`config.mk`:
```
export PLATFORM = sky130hd
export DESIGN_NAME = two_limit_homing_sequencer_top_flat
export DESIGN_NICKNAME = d
export VERILOG_FILES = /design/src/thls_pkg.sv /design/src/thls_if.sv /design/src/two_limit_homing_sequencer_top.sv /design/src/thls_step.sv /design/src/flat_wrapper.sv
export SDC_FILE = /design/constraint.sdc
export NUM_CORES = 1
export LEC_CHECK = 0
export BUFFER_PORTS_ARGS = -buffer_cell sky130_fd_sc_hd__buf_2
export CORE_MARGIN = 3
export CORE_UTILIZATION = 35
export DETAILED_ROUTE_END_ITERATION = 16
export SLEW_MARGIN = 30
export SYNTH_ARGS = -nofsm -noshare
export SYNTH_HDL_FRONTEND = slang
export SYNTH_SLANG_ARGS = --single-unit
```
`constraint.sdc`:
```
create_clock -name clock -period 4.82 [get_ports clock]
set_input_delay 0.241 -clock clock [delete_from_list [all_inputs] [get_ports clock]]
set_output_delay 0.241 -clock clock [all_outputs]
set_load 0.02 [all_outputs]
```
`src/thls_pkg.sv`:
```
// Shared types and constants for the two-limit homing sequencer.
package thls_pkg;

   localparam int PosWidth = 32;
   localparam int DistWidth = 31;
   localparam int CsrIndexWidth = 1;
   localparam logic [DistWidth-1:0] DistanceReset = DistWidth'(100000);

   typedef enum logic [2:0] {
      PH_START    = 3'd0,
      PH_TRAVEL1  = 3'd1,
      PH_STOP1    = 3'd2,
      PH_TRAVEL2  = 3'd3,
      PH_STOP2    = 3'd4,
      PH_COMPLETE = 3'd5
   } phase_type;

   typedef enum logic [2:0] {
      CMD_NONE  = 3'd0,
      CMD_REL   = 3'd1,
      CMD_ESTOP = 3'd2,
      CMD_ABS   = 3'd3,
      CMD_REDEF = 3'd4
   } cmd_type;

   typedef enum logic [2:0] {
      EXIT_NONE  = 3'd0,
      EXIT_ERROR = 3'd1,
      EXIT_OPEN  = 3'd2,
      EXIT_CLOSE = 3'd3,
      EXIT_AUTO  = 3'd4
   } exit_type;

   typedef enum logic [CsrIndexWidth-1:0] {
      CSR_HOMING_DISTANCE = 1'b0,
      CSR_FIRST_DIRECTION = 1'b1
   } csr_index_type;

   typedef struct packed {
      logic [DistWidth-1:0] homing_distance;
      logic                 first_direction_negative;
   } cfg_type;

   typedef struct packed {
      phase_type            phase;
      logic [PosWidth-1:0]  on_pos;
      logic [PosWidth-1:0]  off_pos;
      logic [PosWidth-1:0]  close_pos;
      logic                 driver_on;
      exit_type             exit_code;
   } state_type;

   typedef struct packed {
      logic on_sw;
      logic off_sw;
      logic [PosWidth-1:0] pos;
      logic done;
      logic vzero;
      logic r_open;
      logic r_close;
      logic r_auto;
   } tick_type;

   typedef struct packed {
      cmd_type             cmd;
      logic [PosWidth-1:0] target;
      state_type           next;
   } step_type;

endpackage

```
`src/thls_if.sv`:
```
// Channel interfaces for tick input, result output and register writes.
interface thls_req_if;
   logic               valid;
   logic               ready;
   logic               on_box_switch;
   logic               off_box_switch;
   logic signed [31:0] motor_position;
   logic               motion_done;
   logic               velocity_zero;
   logic               request_open;
   logic               request_close;
   logic               request_auto;

   modport source (output valid, on_box_switch, off_box_switch, motor_position,
                   motion_done, velocity_zero, request_open, request_close,
                   request_auto, input ready);
   modport sink (input valid, on_box_switch, off_box_switch, motor_position,
                 motion_done, velocity_zero, request_open, request_close,
                 request_auto, output ready);
endinterface

interface thls_rsp_if;
   logic               valid;
   logic               ready;
   logic [2:0]         motor_command;
   logic signed [31:0] motor_target;
   logic               driver_enable;
   logic [2:0]         phase;
   logic signed [31:0] close_position;
   logic [2:0]         exit_to;
   logic               indicator_on;

   modport source (output valid, motor_command, motor_target, driver_enable, phase,
                   close_position, exit_to, indicator_on, input ready);
   modport sink (input valid, motor_command, motor_target, driver_enable, phase,
                 close_position, exit_to, indicator_on, output ready);
endinterface

interface thls_csr_if;
   logic        valid;
   logic        ready;
   logic [0:0]  index;
   logic [30:0] data;

   modport source (output valid, index, data, input ready);
   modport sink (input valid, index, data, output ready);
endinterface

```
`src/two_limit_homing_sequencer_top.sv`:
```
// Top level of the two-limit homing sequencer.
//
// The req_ch channel carries one control tick per transfer: both limit
// switches, the motor position, the motion flags and the mode requests.
// Every accepted tick gives exactly one transfer on rsp_ch with the motor
// command, its target, the driver enable, the homing phase, the close
// position, the exit code and the indicator.
// The result appears in the cycle after the tick is accepted. A new tick can
// be accepted in every cycle while results are taken; the single result
// register sets that figure. When the receiver stalls, the result holds and
// req_ch.ready stays low until the waiting result is taken, or goes high in
// the same cycle it is. Registers are written through csr_ch, which is
// always ready; index 0 is the homing distance and index 1 the first
// direction. Write them only while no tick is in flight.
// Synchronous reset returns the sequence to the start phase with the
// driver enabled, clears positions and exit code, and restores the
// register defaults. Once an exit is reported the block holds until reset.
module two_limit_homing_sequencer_top (
   input logic          clock,
   input logic          reset,
   thls_req_if.sink     req_ch,
   thls_rsp_if.source   rsp_ch,
   thls_csr_if.sink     csr_ch
);
   import thls_pkg::*;

   cfg_type   cfg_ff;
   state_type st_ff;
   tick_type  tick;
   step_type  step;
   logic      rsp_valid_ff;
   logic      accept;

   cmd_type             cmd_ff;
   logic [PosWidth-1:0] target_ff;

   assign tick.on_sw   = req_ch.on_box_switch;
   assign tick.off_sw  = req_ch.off_box_switch;
   assign tick.pos     = PosWidth'(req_ch.motor_position);
   assign tick.done    = req_ch.motion_done;
   assign tick.vzero   = req_ch.velocity_zero;
   assign tick.r_open  = req_ch.request_open;
   assign tick.r_close = req_ch.request_close;
   assign tick.r_auto  = req_ch.request_auto;

   thls_step u_step (
      .st   (st_ff),
      .tick (tick),
      .cfg  (cfg_ff),
      .res  (step)
   );

   assign req_ch.ready = !rsp_valid_ff || rsp_ch.ready;
   assign accept = req_ch.valid && req_ch.ready;
   assign csr_ch.ready = 1'b1;

   always_ff @(posedge clock) begin
      if (reset) begin
         cfg_ff.homing_distance <= DistanceReset;
         cfg_ff.first_direction_negative <= 1'b0;
      end else if (csr_ch.valid) begin
         case (csr_index_type'(csr_ch.index))
            CSR_HOMING_DISTANCE: cfg_ff.homing_distance <= csr_ch.data;
            CSR_FIRST_DIRECTION: cfg_ff.first_direction_negative <= csr_ch.data[0];
            default: begin
            end
         endcase
      end
   end

   always_ff @(posedge clock) begin
      if (reset) begin
         st_ff.phase <= PH_START;
         st_ff.on_pos <= '0;
         st_ff.off_pos <= '0;
         st_ff.close_pos <= '0;
         st_ff.driver_on <= 1'b1;
         st_ff.exit_code <= EXIT_NONE;
         rsp_valid_ff <= 1'b0;
      end else begin
         if (accept) begin
            st_ff <= step.next;
            rsp_valid_ff <= 1'b1;
         end else if (rsp_ch.ready) begin
            rsp_valid_ff <= 1'b0;
         end
      end
   end

   always_ff @(posedge clock) begin
      if (accept) begin
         cmd_ff <= step.cmd;
         target_ff <= step.target;
      end
   end

   assign rsp_ch.valid          = rsp_valid_ff;
   assign rsp_ch.motor_command  = 3'(cmd_ff);
   assign rsp_ch.motor_target   = 32'(target_ff);
   assign rsp_ch.driver_enable  = st_ff.driver_on;
   assign rsp_ch.phase          = 3'(st_ff.phase);
   assign rsp_ch.close_position = 32'(st_ff.close_pos);
   assign rsp_ch.exit_to        = 3'(st_ff.exit_code);
   assign rsp_ch.indicator_on   = (st_ff.exit_code == EXIT_NONE);

`ifndef SYNTH
   // Once an exit is reported, the sequence state no longer moves.
   assert property (@(posedge clock) disable iff (reset)
      (st_ff.exit_code != EXIT_NONE) |=> (st_ff == $past(st_ff)))
      else $error("state changed after exit");

   // The driver is only disabled by reaching the complete phase.
   assert property (@(posedge clock) disable iff (reset)
      !st_ff.driver_on |-> (st_ff.phase == PH_COMPLETE))
      else $error("driver disabled outside complete phase");

   // Every accepted tick leaves a result waiting in the next cycle.
   assert property (@(posedge clock) disable iff (reset)
      accept |=> rsp_valid_ff)
      else $error("accepted tick produced no result");
`endif

endmodule

```
`src/thls_step.sv`:
```
// Next-state and motor command logic for one homing tick.
module thls_step (
   input  thls_pkg::state_type st,
   input  thls_pkg::tick_type  tick,
   input  thls_pkg::cfg_type   cfg,
   output thls_pkg::step_type  res
);
   import thls_pkg::*;

   logic [PosWidth-1:0] first_amount;
   logic                any_request;
   exit_type            ex;
   state_type           ns;

   always_comb begin
      first_amount = cfg.first_direction_negative ?
                     (PosWidth'(0) - PosWidth'(cfg.homing_distance)) :
                     PosWidth'(cfg.homing_distance);
      any_request = tick.r_open | tick.r_close | tick.r_auto;
      ns = st;
      res.cmd = CMD_NONE;
      res.target = '0;
      ex = EXIT_NONE;
      if (st.exit_code == EXIT_NONE) begin
         case (st.phase)
            PH_START: begin
               res.cmd = CMD_REL;
               res.target = first_amount;
               ns.phase = PH_TRAVEL1;
            end
            PH_TRAVEL1: begin
               if (tick.on_sw) begin
                  ns.on_pos = tick.pos;
                  res.cmd = CMD_ESTOP;
                  ns.phase = PH_STOP1;
               end
            end
            PH_STOP1: begin
               if (tick.done || tick.vzero) begin
                  res.cmd = CMD_ABS;
                  res.target = PosWidth'(0) - first_amount;
                  ns.phase = PH_TRAVEL2;
               end
            end
            PH_TRAVEL2: begin
               if (tick.off_sw) begin
                  ns.off_pos = tick.pos;
                  res.cmd = CMD_ESTOP;
                  ns.phase = PH_STOP2;
               end
            end
            PH_STOP2: begin
               if (tick.done) begin
                  ns.driver_on = 1'b0;
                  ns.on_pos = st.on_pos - st.off_pos;
                  ns.off_pos = '0;
                  ns.close_pos = st.off_pos - st.on_pos;
                  res.cmd = CMD_REDEF;
                  res.target = st.off_pos - st.on_pos;
                  ns.phase = PH_COMPLETE;
               end
            end
            default: begin
            end
         endcase

         if (tick.on_sw && tick.off_sw) begin
            ex = EXIT_ERROR;
         end
         if (ns.phase == PH_COMPLETE) begin
            if (tick.r_open) begin
               ex = EXIT_OPEN;
            end else if (tick.r_close) begin
               ex = EXIT_CLOSE;
            end else if (tick.r_auto) begin
               ex = EXIT_AUTO;
            end
         end else if (any_request) begin
            ex = EXIT_ERROR;
         end
         ns.exit_code = ex;
      end
      res.next = ns;
   end

endmodule

```
`src/flat_wrapper.sv`:
```
// flat-port wrapper written by rule: the top's interface ports become plain ports
module two_limit_homing_sequencer_top_flat import thls_pkg::*;
  (clock, reset, req_ch_valid, req_ch_on_box_switch, req_ch_off_box_switch, req_ch_motor_position, req_ch_motion_done, req_ch_velocity_zero, req_ch_request_open, req_ch_request_close, req_ch_request_auto, req_ch_ready, rsp_ch_valid, rsp_ch_motor_command, rsp_ch_motor_target, rsp_ch_driver_enable, rsp_ch_phase, rsp_ch_close_position, rsp_ch_exit_to, rsp_ch_indicator_on, rsp_ch_ready, csr_ch_valid, csr_ch_index, csr_ch_data, csr_ch_ready);
  thls_req_if req_ch_i ();
  thls_rsp_if rsp_ch_i ();
  thls_csr_if csr_ch_i ();
  input logic clock;
  input logic reset;
  input wire logic [$bits(req_ch_i.valid)-1:0] req_ch_valid;
  input wire logic [$bits(req_ch_i.on_box_switch)-1:0] req_ch_on_box_switch;
  input wire logic [$bits(req_ch_i.off_box_switch)-1:0] req_ch_off_box_switch;
  input wire logic [$bits(req_ch_i.motor_position)-1:0] req_ch_motor_position;
  input wire logic [$bits(req_ch_i.motion_done)-1:0] req_ch_motion_done;
  input wire logic [$bits(req_ch_i.velocity_zero)-1:0] req_ch_velocity_zero;
  input wire logic [$bits(req_ch_i.request_open)-1:0] req_ch_request_open;
  input wire logic [$bits(req_ch_i.request_close)-1:0] req_ch_request_close;
  input wire logic [$bits(req_ch_i.request_auto)-1:0] req_ch_request_auto;
  output wire logic [$bits(req_ch_i.ready)-1:0] req_ch_ready;
  output wire logic [$bits(rsp_ch_i.valid)-1:0] rsp_ch_valid;
  output wire logic [$bits(rsp_ch_i.motor_command)-1:0] rsp_ch_motor_command;
  output wire logic [$bits(rsp_ch_i.motor_target)-1:0] rsp_ch_motor_target;
  output wire logic [$bits(rsp_ch_i.driver_enable)-1:0] rsp_ch_driver_enable;
  output wire logic [$bits(rsp_ch_i.phase)-1:0] rsp_ch_phase;
  output wire logic [$bits(rsp_ch_i.close_position)-1:0] rsp_ch_close_position;
  output wire logic [$bits(rsp_ch_i.exit_to)-1:0] rsp_ch_exit_to;
  output wire logic [$bits(rsp_ch_i.indicator_on)-1:0] rsp_ch_indicator_on;
  input wire logic [$bits(rsp_ch_i.ready)-1:0] rsp_ch_ready;
  input wire logic [$bits(csr_ch_i.valid)-1:0] csr_ch_valid;
  input wire logic [$bits(csr_ch_i.index)-1:0] csr_ch_index;
  input wire logic [$bits(csr_ch_i.data)-1:0] csr_ch_data;
  output wire logic [$bits(csr_ch_i.ready)-1:0] csr_ch_ready;
  assign req_ch_i.valid = req_ch_valid;
  assign req_ch_i.on_box_switch = req_ch_on_box_switch;
  assign req_ch_i.off_box_switch = req_ch_off_box_switch;
  assign req_ch_i.motor_position = req_ch_motor_position;
  assign req_ch_i.motion_done = req_ch_motion_done;
  assign req_ch_i.velocity_zero = req_ch_velocity_zero;
  assign req_ch_i.request_open = req_ch_request_open;
  assign req_ch_i.request_close = req_ch_request_close;
  assign req_ch_i.request_auto = req_ch_request_auto;
  assign req_ch_ready = req_ch_i.ready;
  assign rsp_ch_valid = rsp_ch_i.valid;
  assign rsp_ch_motor_command = rsp_ch_i.motor_command;
  assign rsp_ch_motor_target = rsp_ch_i.motor_target;
  assign rsp_ch_driver_enable = rsp_ch_i.driver_enable;
  assign rsp_ch_phase = rsp_ch_i.phase;
  assign rsp_ch_close_position = rsp_ch_i.close_position;
  assign rsp_ch_exit_to = rsp_ch_i.exit_to;
  assign rsp_ch_indicator_on = rsp_ch_i.indicator_on;
  assign rsp_ch_i.ready = rsp_ch_ready;
  assign csr_ch_i.valid = csr_ch_valid;
  assign csr_ch_i.index = csr_ch_index;
  assign csr_ch_i.data = csr_ch_data;
  assign csr_ch_ready = csr_ch_i.ready;
  two_limit_homing_sequencer_top u_core (.clock(clock), .reset(reset), .req_ch(req_ch_i), .rsp_ch(rsp_ch_i), .csr_ch(csr_ch_i));
endmodule
```
# Word-level counts from Yosys, hierarchy flattened
# Index checks and enable logic that the tools add are counted.
[word_totals] wordCells=66 out_inout_bits=78 ff_bits=171
[op_classes] n_mux=24 n_eq_ne=8 reduce_logical=16 bitwise_logic=3 n_addsub=4
[op_table] cell="case mux 32 bit (2 select lines)" count=2
[op_table] cell="2-to-1 mux 100 bit" count=1
[op_table] cell="case mux 32 bit (3 select lines)" count=1
[op_table] cell="2-to-1 mux 35 bit" count=2
[op_table] cell="2-to-1 mux 32 bit" count=2
[op_table] cell="subtractor 32 bit" count=2
[op_table] cell="2-to-1 mux 34 bit" count=1
[op_table] cell="subtractor 1 x 31 -> 32 bit, first input constant" count=1
[op_table] cell="subtractor 1 x 32 -> 32 bit, first input constant" count=1
[op_table] cell="case mux 3 bit (5 select lines)" count=2
[op_table] cell="2-to-1 mux 3 bit" count=8
[op_table] cell="AND reduction 5 bit" count=2
[op_table] cell="equality test 3 x 2 -> 1 bit, second input constant" count=2
[op_table] cell="equality test 3 bit, second input constant" count=2
[op_table] cell="logical NOT 3 bit" count=2
[op_table] cell="inequality test 2 bit, second input constant" count=3
[op_table] cell="AND reduction 2 bit" count=3
[op_table] cell="nonzero test 2 bit" count=3
[op_table] cell="2-to-1 mux 2 bit" count=2
[op_table] cell="AND reduction 4 bit" count=1
[op_table] cell="equality test 3 x 1 -> 1 bit, second input constant" count=1
[op_table] cell="2-to-1 mux 1 bit" count=3
[op_table] cell="logical AND 1 bit" count=2
[op_table] cell="logical OR 1 bit" count=2
[op_table] cell="3 further kinds" count=4

# Longest topological paths before layout
[logic_depth] ltp_word=6 mapped_depth=13 mapped_depth_nobuf=13

# Cells and area by module
# Synthesis repeated with hierarchy kept, for this count alone.
[unflattened] cells_unflattened=1834 area_unflattened_um2=14066.0
[by_module_without_submodules] mod="thls_step" cells_per_inst=1143 seq_area_each_um2=0.0 area_per_inst_um2=7133.1 instances=1
[by_module_without_submodules] mod="two_limit_homing_sequencer_top" cells_per_inst=691 seq_area_each_um2=3773.6 area_per_inst_um2=6932.9 instances=1

# Worst setup path before layout
# OpenSTA, ideal clock, no wires.
[synth_path] path_kind="register -> register" start="reg u_core.cfg_ff[1] (netlist name)" end="reg u_core.target_ff[23], in the netlist u_core.rsp_ch.motor_target[23], data pin" required_ps=4551 setup_ps=269 path_stages_with_launch=13 n_path_buf=1 path_slack_ps=1172 arrival_ps=3380 cell_sequence="dfxtp_1 -> inv_1 -> ha_1 -> clkbuf_2 -> or4bb_1 -> nor3_2 -> a221oi_2 -> or3_4 -> or4_4 -> or4_4 -> o211ai_1 -> o31a_1 -> a21oi_2"
[synth_via] elab_chain_len=5
[synth_rtl] item="start: declaration" line="two_limit_homing_sequencer_top.sv:27" rtl="cfg_type cfg_ff;"
[synth_rtl] item="subtractor 1 x 31 -> 32 bit" line="thls_step.sv:17" rtl="(PosWidth'(0) - PosWidth'(cfg.homing_distance)) :"
[synth_rtl] item="2-to-1 mux 32 bit *" line="thls_step.sv:16" rtl="first_amount = cfg.first_direction_negative ?"
[synth_rtl] item="subtractor 1 x 32 -> 32 bit" line="thls_step.sv:41" rtl="res.target = PosWidth'(0) - first_amount;"
[synth_rtl] item="2-to-1 mux 34 bit" line="thls_step.sv:39" rtl="if (tick.done || tick.vzero) begin"
[synth_rtl] item="case mux 32 bit (3 select lines) *" line="thls_step.sv:25" rtl="case (st.phase)"
[synth_rtl] item="end signal: assignment" line="two_limit_homing_sequencer_top.sv:93" rtl="target_ff <= step.target;"
[synth_rtl] item="end: declaration" line="two_limit_homing_sequencer_top.sv:35" rtl="logic [PosWidth-1:0] target_ff;"
# Every way passes the cells marked *; elsewhere a longest branch is shown, timed or not.
# A chain may end at the register's enable or synchronous reset.

# Final worst setup path
# Ends and elaborated chain as after synthesis.

==> qor.yml <==
status:
  status: "complete, no violations"
hold_path:
  hold_end: "u_core.cfg_ff[11]"
  hold_depth: 3
  min_from: "csr_ch_data[10]"
  min_path_type: "in2reg"
drt:
  postRouteAntennaNets: 0
  via_per_inst: 5.656
  drt_pass1_iterations: 6
  vias: 11787
  drt_iter0_drc: 1063
  totalWireLength_mm: 41.14
  drc: 0
  post_drt_wl_per_cell_um: 19.74
sta:
  finalMaxSlewViolations: 0
  fin_hold_ws_ns: 0.008243
  finalCritPeriodShare_pct: 80.75
  rsz0062_at_grt: "no"
  fin_crit_ns: 3.892
  hold_viol_final: 0
  setup_tns_ns: 0
  finClkSkew_ns: 0.02099
  fmax_mhz: 256.9
  setup_viol: 0
  relSlewSlack_pct: 32.42
  tightest_slew_ns: 1.010
cts:
  numCtsBuffers: 17
  insertion_delay_ns: 0.46
  clockRootBuffer: "clkbuf_16"
  cts_tree: "built"
  h-tree-depth: 4
  post_cts_buffers: 0
  cts_buffer_depth: 2
  clock_sinks: 171
  clk_pin_slew_worst_paths_ns: 0.07
global_routing:
  grt_max_degree: 77
  grt_first_pass_wirelength_mm: 64.44
  grt_usage_pct: 21.34
  grt-ovfl-total: 0
  antenna_found_initial: 1
  grt_pass1_vias: 11102
logic_synthesis:
  ys_seq_elements: 171
  ys_seq_area_share_pct: 30.49
  synth_fp_nets: 1723
  synth_cells: 1581
  synth_top_cell_by_area: "dfxtp_1"
  yosys-top-cells-area: "dfxtp_1 22%, edfxtp_1 8.5%, a21oi_1 7.4%"
  synthFlopType: "dfxtp_1"
  yosysUniqueCellTypes: 86
  yosysTopAreaCellShare_pct: 22.00
  yosysWarningCount: 0
  netlist_area_mm2: 0.01238
  synth-async-reset-ratio_pct: 0
  synth_edf_count: 35
  postSynthAreaPerCell_um2: 7.829
cells_and_area:
  final_common_cell: "nand2_1"
  drive_gt1_share_pct: 15.22
  nets: 1758
  synthToLayoutAreaGrowth_pct: 11.23
  layout_common_cells: "207 x nand2_1, 183 x a21oi_1, 151 x buf_2, 136 x dfxtp_1, 92 x nor2_1"
  fillers: 3629
  multi_input_area_mm2: 0.007584
  n_antenna_cell: 0
  register_area_mm2: 0.003774
worst_setup_path:
  cp-start-kind: "flop"
  worstRegToRegCells: 11
  worst-path-max-fanout: 10
  cp_data_required_time_ns: 5.01
  r2r-end: "u_core.rsp_ch.motor_target[23]"
  arrival_ns: 4.09
  critPathKind: "reg2reg"
  rrSetupSlack_ns: 0.93
  r2r-start: "u_core.cfg_ff[1]"
  cp-end-kind: "flop"
power_and_ir_drop:
  powerDensity_mw_per_mm2: 309.0
  total_leakage_power_nw: 5.442
  ir_worst_vdd_uv: 260.3
  power_mw: 4.254
die:
  die_y_um: 194.1
  initial_core_util_pct: 35.65
  rows: 68
  dieArea_mm2: 0.03766
  io_pins: 154
  fp.dieW_um: 194.1
  coreArea_mm2: 0.03471
placed_design:
  place_congestion: 0.9165
  portBuffers: 152
  hpwl_mm: 31.18
flow_run:
  cap_viol_max_count: 0
## registers in the layout (all words and copies together), names as in the netlist
name and count:
u_core.st_ff 64, u_core.cfg_ff 32, u_core.rsp_ch.phase 3, u_core.rsp_ch.valid 1, u_core.rsp_ch.motor_target 32, u_core.rsp_ch.close_position 32
u_core.rsp_ch.motor_command 3, u_core.rsp_ch.exit_to 3, u_core.rsp_ch.driver_enable 1
## report_power, final
part	internal [mW]	total [mW]	switching [mW]	leakage, nW
registers	1.52	1.57	0.0516	1.45
logic	0.430	1.23	0.797	3.69
clock network	0.804	1.45	0.650	0.300
total	2.75	4.25	1.50	5.44
## what timing repair did
action	4_1_cts	5_1_grt
hold endpoints to repair	2	0
gates resized for setup	0	0
hold buffers	2	0
## cell usage after synthesis (10+ instances only)
library cell  count
a31oi_1          15
o31ai_1          13
or3_1            12
a21oi_1         183
nor2b_1          11
o21bai_1         11
nand2b_1         10
a221oi_1         33
o21ai_0          52
xnor2_1          72
edfxtp_1         35
buf_4            41
dfxtp_1         136
nor3_1           27
nand3_1          60
nor2_1           94
a21o_1           44
nand4_1          24
nand2_1         207
ha_1             64
inv_1            85
a22oi_1          10
a211oi_1         38
xor2_1           35
clkbuf_1         99
## worst max-delay path, cell delays in order (launching register included)
cell and delay (ns):
dfxtp_1 0.37, inv_1 0.15, ha_1 0.36, nor4b_4 0.43, a31oi_1 0.16, xor2_1 0.20
or3_4 0.45, or4_4 0.60, or4_4 0.52, o211ai_1 0.17, o31a_1 0.18, a21oi_2 0.05
## metal layers
metal / track usage [%] / share of wire (%) / vias to the layer above
met2: 33.14 / 45 / 429
li1: - / - / 5673
met1: 29.92 / 46 / 5628
met4: 6.356 / 2.5 / 2
met5: 0 / 0.027 / -
met3: 4.448 / 6.9 / 55
## worst max path at each step
stage,slack (ns),start,endpoint,cells past startpoint
floorplan,1.17,u_core.cfg_ff[1],u_core.rsp_ch.motor_target[23],12
global placement,0.94,u_core.cfg_ff[1],u_core.rsp_ch.motor_target[23],11
detailed placement,0.95,u_core.cfg_ff[1],u_core.rsp_ch.motor_target[23],11
CTS,0.95,u_core.cfg_ff[1],u_core.rsp_ch.motor_target[23],11
global route,0.63,u_core.cfg_ff[1],u_core.rsp_ch.motor_target[31],11
finish,0.93,u_core.cfg_ff[1],u_core.rsp_ch.motor_target[23],11
## cell type report
class | instances | share of cell area [%]
inverter | 85 | 2.318
clock inverter | 14 | 1.127
multi-input combinational | 1172 | 55.08
timing repair buffer | 169 | 6.653
sequential | 171 | 27.41
clock buffer | 18 | 3.272
tap | 455 | 4.135
## metrics by stage
stage               setup slack [ns]  instances  util [%]  area, um2
finish                        0.9280       2084     39.66      13770
global route                  0.6261       2084     39.66      13770
CTS                           0.9508       2084     39.64      13760
detailed placement            0.9531       2050     37.84      13140
global placement              0.9396       2049     37.75      13100
floorplan                      1.172       1581         -      12380
## kinds of logic after synthesis
kind of cell	count (synthesis)	share of synthesized area [%]
and+or+nand+nor	513	20.43
AOI/OAI and AO/OA	482	25.74
buffers and inverters	238	8.684
DFF	171	30.49
xor gates and xnor gates	107	7.572
adders and majority gates	66	6.793
muxes	3	0.2628
other	1	0.03030
(Power assumes the default switching activity.)
